===== config.mk =====
export PLATFORM = sky130hd
export DESIGN_NAME = instruction_cache_miss_counter_flat
export DESIGN_NICKNAME = d
export VERILOG_FILES = /design/src/sv/icmc_pkg.sv /design/src/sv/icmc_req_if.sv /design/src/sv/icmc_rsp_if.sv /design/src/sv/icmc_cell.sv /design/src/sv/instruction_cache_miss_counter.sv /design/src/flat_wrapper.sv
export SDC_FILE = /design/constraint.sdc
export NUM_CORES = 1
export LEC_CHECK = 0
export BUFFER_PORTS_ARGS = -buffer_cell sky130_fd_sc_hd__buf_2
export CAP_MARGIN = 15
export CORE_MARGIN = 1
export CORE_UTILIZATION = 50
export CTS_CLUSTER_DIAMETER = 150
export DETAILED_ROUTE_END_ITERATION = 10
export PLACE_DENSITY = 0.79
export SLEW_MARGIN = 20
export SYNTH_ARGS = -nofsm -noshare
export SYNTH_HDL_FRONTEND = slang
export SYNTH_SLANG_ARGS = --single-unit

===== constraint.sdc =====
create_clock -name clock -period 12.7 [get_ports clock]
set_input_delay 1.905 -clock clock [delete_from_list [all_inputs] [get_ports clock]]
set_output_delay 1.905 -clock clock [all_outputs]
set_load 0.02 [all_outputs]

===== src/sv/icmc_pkg.sv =====
// ----------------------------------------------------------------------------
// icmc_pkg
// Shared constants, address field widths and control types for the
// instruction cache miss counter.
// ----------------------------------------------------------------------------
`default_nettype none

package icmc_pkg;

   localparam int LINE_WORDS = 4;
   localparam int LINES      = 4;
   localparam int WAYS       = 4;
   localparam int DEPTH      = (LINES > WAYS) ? LINES : WAYS;

   localparam int PC_W    = 32;
   localparam int COUNT_W = 32;
   localparam int MODE_W  = 2;
   localparam int WORD_W  = PC_W - 2;
   localparam int KEY_W   = WORD_W - $clog2(LINE_WORDS);
   localparam int TAG_W   = KEY_W - $clog2(LINES);
   localparam int IDX_W   = (LINES > 1) ? $clog2(LINES) : 1;

   localparam logic [MODE_W-1:0] MODE_DIRECT  = 2'd0;
   localparam logic [MODE_W-1:0] MODE_ASSOC   = 2'd1;
   localparam logic [MODE_W-1:0] MODE_GROUPED = 2'd2;

   typedef struct packed {
      logic clear;
      logic shift;
      logic flush;
   } icmc_ctl_type;

endpackage

`default_nettype wire


===== src/sv/icmc_req_if.sv =====
// ----------------------------------------------------------------------------
// icmc_req_if
// Fetch address channel: valid/ready handshake carrying one pc per word.
// ----------------------------------------------------------------------------
`default_nettype none

interface icmc_req_if;
   logic                        valid;
   logic                        ready;
   logic [icmc_pkg::PC_W-1:0]   pc;

   modport source (output valid, output pc, input ready);
   modport sink   (input valid, input pc, output ready);
endinterface

`default_nettype wire


===== src/sv/icmc_rsp_if.sv =====
// ----------------------------------------------------------------------------
// icmc_rsp_if
// Result channel: valid/ready handshake carrying hit flag and miss count.
// ----------------------------------------------------------------------------
`default_nettype none

interface icmc_rsp_if;
   logic                          valid;
   logic                          ready;
   logic                          hit;
   logic [icmc_pkg::COUNT_W-1:0]  miss_count;

   modport source (output valid, output hit, output miss_count, input ready);
   modport sink   (input valid, input hit, input miss_count, output ready);
endinterface

`default_nettype wire


===== src/sv/icmc_cell.sv =====
// ----------------------------------------------------------------------------
// icmc_cell
// One tag cell of the replacement chain. Holds an associative entry that
// advances to the next cell on each fill, and one direct-mode line valid bit.
// ----------------------------------------------------------------------------
`default_nettype none

module icmc_cell (
   input  wire logic                         clock,
   input  wire logic                         reset,
   input  wire icmc_pkg::icmc_ctl_type       ctl,
   input  wire logic [icmc_pkg::KEY_W-1:0]   key,
   input  wire logic                         keep,
   input  wire logic                         set_line,
   input  wire logic [icmc_pkg::KEY_W-1:0]   prev_tag,
   input  wire logic                         prev_valid,
   output      logic [icmc_pkg::KEY_W-1:0]   tag_out,
   output      logic                         valid_out,
   output      logic                         match,
   output      logic                         line_hit
);

   logic [icmc_pkg::KEY_W-1:0] tag_ff;
   logic [icmc_pkg::KEY_W-1:0] tag_in;
   logic                       valid_ff;
   logic                       valid_in;
   logic                       line_ff;
   logic                       line_in;

   always_comb begin
      tag_in   = tag_ff;
      valid_in = valid_ff;
      line_in  = line_ff;
      if (ctl.clear) begin
         valid_in = 1'b0;
         line_in  = 1'b0;
      end else begin
         if (ctl.shift) begin
            tag_in   = prev_tag;
            valid_in = prev_valid & keep;
         end
         line_in = (line_ff & ~ctl.flush) | set_line;
      end
   end

   always_ff @(posedge clock) begin
      tag_ff <= tag_in;
      if (reset) begin
         valid_ff <= 1'b0;
         line_ff  <= 1'b0;
      end else begin
         valid_ff <= valid_in;
         line_ff  <= line_in;
      end
   end

   assign tag_out   = tag_ff;
   assign valid_out = valid_ff;
   assign match     = valid_ff && (tag_ff == key);
   assign line_hit  = line_ff & set_line;

endmodule

`default_nettype wire


===== src/sv/instruction_cache_miss_counter.sv =====
// ----------------------------------------------------------------------------
// instruction_cache_miss_counter
// Instruction cache hit/miss model with a running miss count.
//
// req_bus carries one fetch address (pc) per word; rsp_bus returns one word
// per address with the hit flag and the wrapping miss count including it.
// csr_we/csr_wdata write the cache mode (0 direct with shared tag, 1 fully
// associative FIFO, 2 or 3 grouped FIFO); a write clears all valid bits and
// the shared tag but keeps the miss count. Write only while idle.
//
// The result is registered in the cycle after accept. Throughput is one address
// per cycle unless the receiver stalls: all tag compares run in parallel
// across the cell chain, and a miss inserts at the head while older entries
// advance one cell, so the oldest entry drops out of the last active cell.
//
// Reset selects grouped mode, clears all valid bits, the shared tag and the
// miss count. When the receiver stalls the result register holds and
// req_bus.ready drops until it is taken.
// ----------------------------------------------------------------------------
`default_nettype none

module instruction_cache_miss_counter (
   input  wire logic                          clock,
   input  wire logic                          reset,
   icmc_req_if.sink                           req_bus,
   icmc_rsp_if.source                         rsp_bus,
   input  wire logic                          csr_we,
   input  wire logic [icmc_pkg::MODE_W-1:0]   csr_wdata
);

   logic [icmc_pkg::MODE_W-1:0]  mode_ff;
   logic [icmc_pkg::TAG_W-1:0]   shared_tag_ff;
   logic [icmc_pkg::TAG_W-1:0]   shared_tag_in;
   logic [icmc_pkg::COUNT_W-1:0] miss_ff;
   logic [icmc_pkg::COUNT_W-1:0] miss_in;
   logic                         rsp_valid_ff;
   logic                         rsp_hit_ff;

   logic                         accept;
   logic [icmc_pkg::WORD_W-1:0]  word;
   logic [icmc_pkg::KEY_W-1:0]   line;
   logic [icmc_pkg::TAG_W-1:0]   tag;
   logic [icmc_pkg::IDX_W-1:0]   index;
   logic [icmc_pkg::KEY_W-1:0]   key;
   logic                         is_direct;
   logic                         is_assoc;
   logic                         tag_same;
   logic                         hit;
   icmc_pkg::icmc_ctl_type       ctl;

   logic [icmc_pkg::KEY_W-1:0]   chain_tag [icmc_pkg::DEPTH];
   logic [icmc_pkg::DEPTH-1:0]   chain_valid;
   logic [icmc_pkg::DEPTH-1:0]   match;
   logic [icmc_pkg::DEPTH-1:0]   line_hit;

   assign accept    = req_bus.valid && req_bus.ready;
   assign word      = req_bus.pc[icmc_pkg::PC_W-1:2];
   assign line      = icmc_pkg::KEY_W'(word / icmc_pkg::LINE_WORDS);
   assign tag       = icmc_pkg::TAG_W'(line / icmc_pkg::LINES);
   assign index     = icmc_pkg::IDX_W'(line % icmc_pkg::LINES);
   assign is_direct = (mode_ff == icmc_pkg::MODE_DIRECT);
   assign is_assoc  = (mode_ff == icmc_pkg::MODE_ASSOC);
   assign key       = is_assoc ? line : icmc_pkg::KEY_W'(tag);
   assign tag_same  = (tag == shared_tag_ff);

   always_comb begin
      if (is_direct) begin
         hit = tag_same && (|line_hit);
      end else begin
         hit = |match;
      end
      ctl.clear = csr_we;
      ctl.shift = accept && !is_direct && !hit;
      ctl.flush = accept && is_direct && !tag_same;
   end

   for (genvar i = 0; i < icmc_pkg::DEPTH; i++) begin : g_cell
      logic [icmc_pkg::KEY_W-1:0] prev_tag;
      logic                       prev_valid;
      logic                       keep;
      logic                       set_line;

      if (i == 0) begin : g_head
         assign prev_tag   = key;
         assign prev_valid = 1'b1;
      end else begin : g_link
         assign prev_tag   = chain_tag[i-1];
         assign prev_valid = chain_valid[i-1];
      end

      assign keep = is_assoc ? (i < icmc_pkg::LINES) : (i < icmc_pkg::WAYS);

      if (i < icmc_pkg::LINES) begin : g_line
         assign set_line = accept && is_direct && (index == icmc_pkg::IDX_W'(i));
      end else begin : g_noline
         assign set_line = 1'b0;
      end

      icmc_cell u_cell (
         .clock      (clock),
         .reset      (reset),
         .ctl        (ctl),
         .key        (key),
         .keep       (keep),
         .set_line   (set_line),
         .prev_tag   (prev_tag),
         .prev_valid (prev_valid),
         .tag_out    (chain_tag[i]),
         .valid_out  (chain_valid[i]),
         .match      (match[i]),
         .line_hit   (line_hit[i])
      );
   end

   always_comb begin
      shared_tag_in = shared_tag_ff;
      miss_in       = miss_ff;
      if (csr_we) begin
         shared_tag_in = '0;
      end else if (ctl.flush) begin
         shared_tag_in = tag;
      end
      if (accept && !hit) begin
         miss_in = miss_ff + icmc_pkg::COUNT_W'(1);
      end
   end

   always_ff @(posedge clock) begin
      if (reset) begin
         mode_ff       <= icmc_pkg::MODE_GROUPED;
         shared_tag_ff <= '0;
         miss_ff       <= '0;
         rsp_valid_ff  <= 1'b0;
      end else begin
         if (csr_we) begin
            mode_ff <= csr_wdata;
         end
         shared_tag_ff <= shared_tag_in;
         miss_ff       <= miss_in;
         if (accept) begin
            rsp_valid_ff <= 1'b1;
         end else if (rsp_bus.ready) begin
            rsp_valid_ff <= 1'b0;
         end
      end
   end

   always_ff @(posedge clock) begin
      if (accept) begin
         rsp_hit_ff <= hit;
      end
   end

   assign req_bus.ready      = !rsp_valid_ff || rsp_bus.ready;
   assign rsp_bus.valid      = rsp_valid_ff;
   assign rsp_bus.hit        = rsp_hit_ff;
   assign rsp_bus.miss_count = miss_ff;

endmodule

`default_nettype wire


===== src/flat_wrapper.sv =====
// flat-port wrapper written by rule: the top's interface ports become plain ports
module instruction_cache_miss_counter_flat 
  (clock, reset, csr_we, csr_wdata, req_bus_valid, req_bus_pc, req_bus_ready, rsp_bus_valid, rsp_bus_hit, rsp_bus_miss_count, rsp_bus_ready);
  icmc_req_if req_bus_i ();
  icmc_rsp_if rsp_bus_i ();
  input  wire logic clock;
  input  wire logic reset;
  input  wire logic csr_we;
  input  wire logic [icmc_pkg::MODE_W-1:0] csr_wdata;
  input wire logic [$bits(req_bus_i.valid)-1:0] req_bus_valid;
  input wire logic [$bits(req_bus_i.pc)-1:0] req_bus_pc;
  output wire logic [$bits(req_bus_i.ready)-1:0] req_bus_ready;
  output wire logic [$bits(rsp_bus_i.valid)-1:0] rsp_bus_valid;
  output wire logic [$bits(rsp_bus_i.hit)-1:0] rsp_bus_hit;
  output wire logic [$bits(rsp_bus_i.miss_count)-1:0] rsp_bus_miss_count;
  input wire logic [$bits(rsp_bus_i.ready)-1:0] rsp_bus_ready;
  assign req_bus_i.valid = req_bus_valid;
  assign req_bus_i.pc = req_bus_pc;
  assign req_bus_ready = req_bus_i.ready;
  assign rsp_bus_valid = rsp_bus_i.valid;
  assign rsp_bus_hit = rsp_bus_i.hit;
  assign rsp_bus_miss_count = rsp_bus_i.miss_count;
  assign rsp_bus_i.ready = rsp_bus_ready;
  instruction_cache_miss_counter u_core (.clock(clock), .reset(reset), .req_bus(req_bus_i), .rsp_bus(rsp_bus_i), .csr_we(csr_we), .csr_wdata(csr_wdata));
endmodule

Word-level counts from Yosys, hierarchy flattened
Cells that the tools add are included.
{ "op_classes": {"n_bitwise": 14, "n_div": 0, "magnitude_cmp": 0, "mux": 4, "n_eq_ne": 9, "n_mul": 0, "addsub": 1, "n_reduce_logical": 27, "shift": 0} }
{ "ops": {"columns": ["op", "count"], "rows": [
  ["28-bit equality test", 4],
  ["32-bit by 1-bit adder with 32-bit output (second input constant)", 1],
  ["28-bit two-way mux", 1],
  ["26-bit equality test", 1],
  ["1-bit logical AND", 15],
  ["1-bit bitwise AND", 8],
  ["4-bit OR reduction", 2],
  ["2-bit by 1-bit equality test with 1-bit output (second input constant)", 2],
  ["2-bit equality test (second input constant)", 2],
  ["1-bit logical NOT", 4],
  ["2-bit logical NOT", 2],
  ["1-bit bitwise OR", 4],
  ["1-bit two-way mux", 3],
  ["1-bit NOT", 2],
  ["2-bit AND reduction", 1],
  ["2-bit nonzero test", 1],
  ["2-bit OR reduction", 1],
  ["1-bit logical OR", 1]
]} }
{ "totals": {"out_inout_bits": 35, "word_cells": 72, "ramBits": 0, "ff_bits": 182, "mem_count": 0, "mem_bits_ro": 0, "latchBits": 0} }

Longest topological paths before layout
{ "logic_depth": {"word_depth": 12, "depth_mapped": 16, "depth_no_buf": 10} }

Hierarchy
From an unflattened synthesis, not the netlist that was laid out.
{ "hier_totals": {"hier_cells": 697, "hier_area_um2": 8423.1} }
{ "modules_own_cells": {"columns": ["mod", "n_inst", "cells_each", "seq_area_each_um2", "area_each_um2"], "rows": [
  ["icmc_cell", 4, 76, 880.8, 1236.2],
  ["instruction_cache_miss_counter", 1, 393, 1251.2, 3478.3]
]} }

Worst setup path after synthesis
OpenSTA, ideal clock, no wires.
{ "synth_path": {"kind": "input -> register", "from": "input req_bus_pc[13]", "to": "register u_core.g_cell[0].u_cell.tag_ff, in the netlist u_core.g_cell[0].u_cell.tag_out[0] (enable)", "stages": 8, "arrival_time_ps": 11045, "path_slack_ps": 933, "required_ps": 11978, "n_path_buf": 1, "cell_sequence": "clkbuf_1 nor2b_1 nor4_1 a221oi_1 nor4_1 and4_1 a221o_1 nor3_1"} }
{ "synth_via": {"elab_chain_len": 8, "elab_cells_between_ends": 16} }
{ "synth_lines": {"columns": ["element", "line_no", "rtl"], "rows": [
  ["from (decl)", "flat_wrapper.sv:11", "input wire logic [$bits(req_bus_i.pc)-1:0] req_bus_pc;"],
  ["28-bit two-way mux", "instruction_cache_miss_counter.sv:63", "assign key = is_assoc ? line : icmc_pkg::KEY_W'(tag);"],
  ["28-bit equality test", "icmc_cell.sv:59", "assign match = valid_ff && (tag_ff == key);"],
  ["1-bit logical AND", "icmc_cell.sv:59", null],
  ["4-bit OR reduction", "instruction_cache_miss_counter.sv:70", "hit = |match;"],
  ["1-bit two-way mux (*)", "instruction_cache_miss_counter.sv:67", "if (is_direct) begin"],
  ["1-bit logical NOT (*)", "instruction_cache_miss_counter.sv:73", "ctl.shift = accept && !is_direct && !hit;"],
  ["1-bit logical AND (*)", "instruction_cache_miss_counter.sv:73", null],
  ["2-bit AND reduction (no line) (*)", null, null],
  ["to (signal assigned)", "icmc_cell.sv:47", "tag_ff <= tag_in;"],
  ["to (decl)", "icmc_cell.sv:23", "logic [icmc_pkg::KEY_W-1:0] tag_ff;"]
]} }
Every way passes the cells marked *; elsewhere a longest branch is shown, timed or not.
A chain may end at the register's enable or synchronous reset.

Final worst setup path
{ "layout_path": {"from": "input req_bus_pc[18]", "to": "register u_core.miss_ff, in the netlist u_core.rsp_bus.miss_count[6]"} }
{ "layout_via": {"elab_chain_len": 7, "elab_cells_between_ends": 15} }
{ "layout_lines": {"columns": ["element", "line_no", "rtl"], "rows": [
  ["28-bit two-way mux", "instruction_cache_miss_counter.sv:63", null],
  ["28-bit equality test", "icmc_cell.sv:59", null],
  ["1-bit logical AND", "icmc_cell.sv:59", null],
  ["4-bit OR reduction", "instruction_cache_miss_counter.sv:70", null],
  ["1-bit two-way mux (*)", "instruction_cache_miss_counter.sv:67", null],
  ["1-bit logical NOT (*)", "instruction_cache_miss_counter.sv:123", "if (accept && !hit) begin"],
  ["1-bit logical AND (*)", "instruction_cache_miss_counter.sv:123", null],
  ["to (signal assigned)", "instruction_cache_miss_counter.sv:139", "miss_ff <= miss_in;"],
  ["to (decl)", "instruction_cache_miss_counter.sv:34", "logic [icmc_pkg::COUNT_W-1:0] miss_ff;"]
]} }
Marks and branches as above.

==> results.yml <==
worst_setup_path:
  crit_family: "compound AO/OA/AOI/OAI gates"
  crit_buf_inv: 3
  crit_chain: "buf_2, clkinv_1, o2bb2ai_1, o31ai_1, o2111ai_1, a2111oi_0, a221o_1, o21ai_4, inv_2, nor3_1, mux2_2"
  required_ps: 13030
  worstPathArrival_ps: 5580
  crit_path_top_delay_cell: "a2111oi_0"
  startpoint_type: "input port"
  end_kind: "flip-flop"
  max_stage_delay_ps: 680
  worstSetupPathType: "input port to flip-flop"
  crit_cells: 11
  cp_max_fo: 43
  reg2reg_depth: 11
sta:
  fmax_mhz: 191
  timing.final.max_slew_violations: 0
  slew_headroom_pct: 27.8
  tightest_slew_ps: 1080
  layout_setup_ws_ps: 7460
  fin_setup_tns_ps: 0
  fin_crit_ps: 5240
  fin_skew_ps: 19.3
  hold_violations: 0
  fin_crit_sh_pct: 41.3
  grt_setup_unrepaired: "no"
  finalSetupViolations: 0
die:
  num_rows: 49
  pin_count: 74
  core_area_um2: 18300
  die_w_um: 140
  die_area_um2: 19500
  start_util_pct: 51.9
  die_h_um: 140
logic_synthesis:
  syn_area_um2: 9480
  ys_ff_latch: 182
  synthTopCellsByArea: "edfxtp_1 36%, dfxtp_1 15%, mux2i_1 5.6%, xnor2_1 4.6%, xor2_1 4.2%"
  synth_ff_type: "edfxtp_1"
  yosysTopAreaCellShare_pct: 35.8
  synth.net_count: 944
  ys_types: 71
  async_flop_share_pct: 0
  syn_area_per_cell_um2: 10.5
  netlist_instances: 904
  synth-edff-count: 113
  yosysSeqAreaShare_pct: 50.4
  synth_area_leader_cell: "edfxtp_1"
  synth-warning-count: 0
cts:
  cts.sinks: 182
  clk_latency_ps: 450
  postCtsSetupBuffers: 0
  clk_pin_slew_ps: 80
  cts_resized: 0
  cts_tree: "done"
  cts-root-buf: "clkbuf_16"
  clk_path_buf_depth: 2
  cts_buffers: 17
  cts_hold_buf: 0
  htreeDepth: 4
global_routing:
  grt_max_degree: 84
  grt_pass1_vias: 7243
  grt_use_total_pct: 28.9
  grt_remaining_overflow: 0
  grt_pass1_wl_mm: 41.7
  antenna_found_initial: 0
drt:
  top_layer: "met4"
  wl_met2_mm: 12.2
  drtIter0Drc: 1067
  wl_met3_mm: 3.13
  wirelength_mm: 27.7
  drc: 0
  via_per_inst: 6.54
  vias: 7747
  wl_per_cell_um: 23.4
  ant_nets: 0
  dr.pass1.iters: 6
  m1WireLength_mm: 11.1
power:
  cellPowerDensity_nw_per_um2: 125
  power.leakage_nw: 3.80
  finalPower_mw: 1.31
  vdd_drop_max_v: 0.0000926
placement:
  place_hpwl_mm: 19.3
  dpl_cell_area_um2: 9920
  gp_congestion: 0.995
  pre_cts_ws_ps: 7150
  port_buffers: 69
run_status:
  status: "complete, no violations"
layout:
  antennaDiodeCount: 0
  syn_to_final_growth_pct: 10.3
  final_common_cell: "edfxtp_1"
  layout-drive-gt1-share_pct: 12.9
  finalNetCount: 983
  stdcell_area_um2: 10500
  layout_common_cells: "113 x edfxtp_1, 72 x inv_1, 69 x buf_2, 69 x dfxtp_1, 58 x nor2_1"
  fin_util_pct: 57.3
hold_path:
  hold_path_depth: 0
  holdCritPathClass: "flip-flop to flip-flop"
job:
  cap_violations: 0
==> worst paths after layout <==
| check | start | end | slack (ps) |
|---|---|---|---|
| hold reg to reg | u_core.g_cell[0].u_cell.tag_out[18]$_DFFE_PP_ | u_core.g_cell[1].u_cell.tag_out[18]$_DFFE_PP_ | 470 |
| setup / recovery | req_bus_pc[18] | u_core.rsp_bus.miss_count[6]$_SDFFE_PP0P_ | 7460 |
| setup reg to reg | u_core.mode_ff[1]$_SDFFE_PP1P_ | u_core.rsp_bus.miss_count[6]$_SDFFE_PP0P_ | 8150 |
| hold / removal | u_core.g_cell[0].u_cell.tag_out[18]$_DFFE_PP_ | u_core.g_cell[1].u_cell.tag_out[18]$_DFFE_PP_ | 470 |
==> state kept, by name (all words and copies together) (netlist names) <==
| name | count |
|---|---|
| u_core.rsp_bus.miss_count | 32 |
| u_core.mode_ff | 2 |
| u_core.g_cell.u_cell.tag_out | 112 |
| u_core.g_cell.u_cell.valid_out | 4 |
| u_core.g_cell.u_cell.line_ff | 4 |
| u_core.rsp_bus.hit | 1 |
| u_core.rsp_bus.valid | 1 |
| u_core.shared_tag_ff | 26 |
==> routing by layer <==
layer / track usage [%] / vias up
met5: 0 / -
met4: 14.7 / 0
met3: 9.19 / 93
met2: 43.1 / 476
met1: 37.8 / 3734
li1: - / 3444
==> worst reg2reg max path: cells and delay by family, from the launching register on <==
kind                      cells  cell delay (ps)
AOI/OAI and AO/OA             3             1250
buffers and inverters         2             1100
muxes                         2             1000
and+or+nand+nor               3              410
DFF                           1              410
xor gates and xnor gates      1              280
==> cells by family (layout without fill, tap and decap cells) <==
| logic type | after synthesis | after routing | share of synthesized area (%) |
|---|---|---|---|
| flops | 182 | 182 | 50.4 |
| mux | 61 | 61 | 6.81 |
| fa+ha+maj | 1 | 1 | 0.132 |
| xor+xnor | 95 | 95 | 8.78 |
| compound gates | 195 | 195 | 14.8 |
| simple gates | 241 | 241 | 13.5 |
| buf+inv | 129 | 181 | 5.61 |
==> synth_stat cells, types with 8 or more instances <==
cell type    n
mux2i_1     53
xnor2_1     50
nor2_1      59
nor4_1      17
a221oi_1    17
o31ai_1     13
o21ai_0     24
dfxtp_1     69
or3_1        9
clkbuf_1    32
or4_1       13
buf_2       11
o2bb2ai_1    8
inv_1       72
a21oi_1     36
nand3_1     26
nand2b_1    18
o22ai_1     24
nand4_1     12
edfxtp_1   113
a222oi_1     9
xor2_1      45
nor2b_1     14
nand2_1     38
==> metrics by stage <==
stage	hold WS, ps	std cells
final	466	1185
after global routing	466	1185
after CTS	459	1185
after detailed placement	450	1153
after global placement	438	1153
after floorplan	429	904
==> power by group <==
group / switching, mW / internal, mW
sequential: 0.0193 / 0.649
combinational: 0.0923 / 0.0470
clock: 0.248 / 0.256
total: 0.359 / 0.952
==> final cells by class <==
cell class	count	area [um^2]
Fill cell	1562	7810
Sequential cell	182	4770
Multi-Input combinational cell	593	4200
Clock buffer	18	429
Timing Repair Buffer	73	375
Tap cell	229	287
Inverter	76	285
Clock inverter	14	113
No activity file was read; power rests on OpenSTA's default activity.
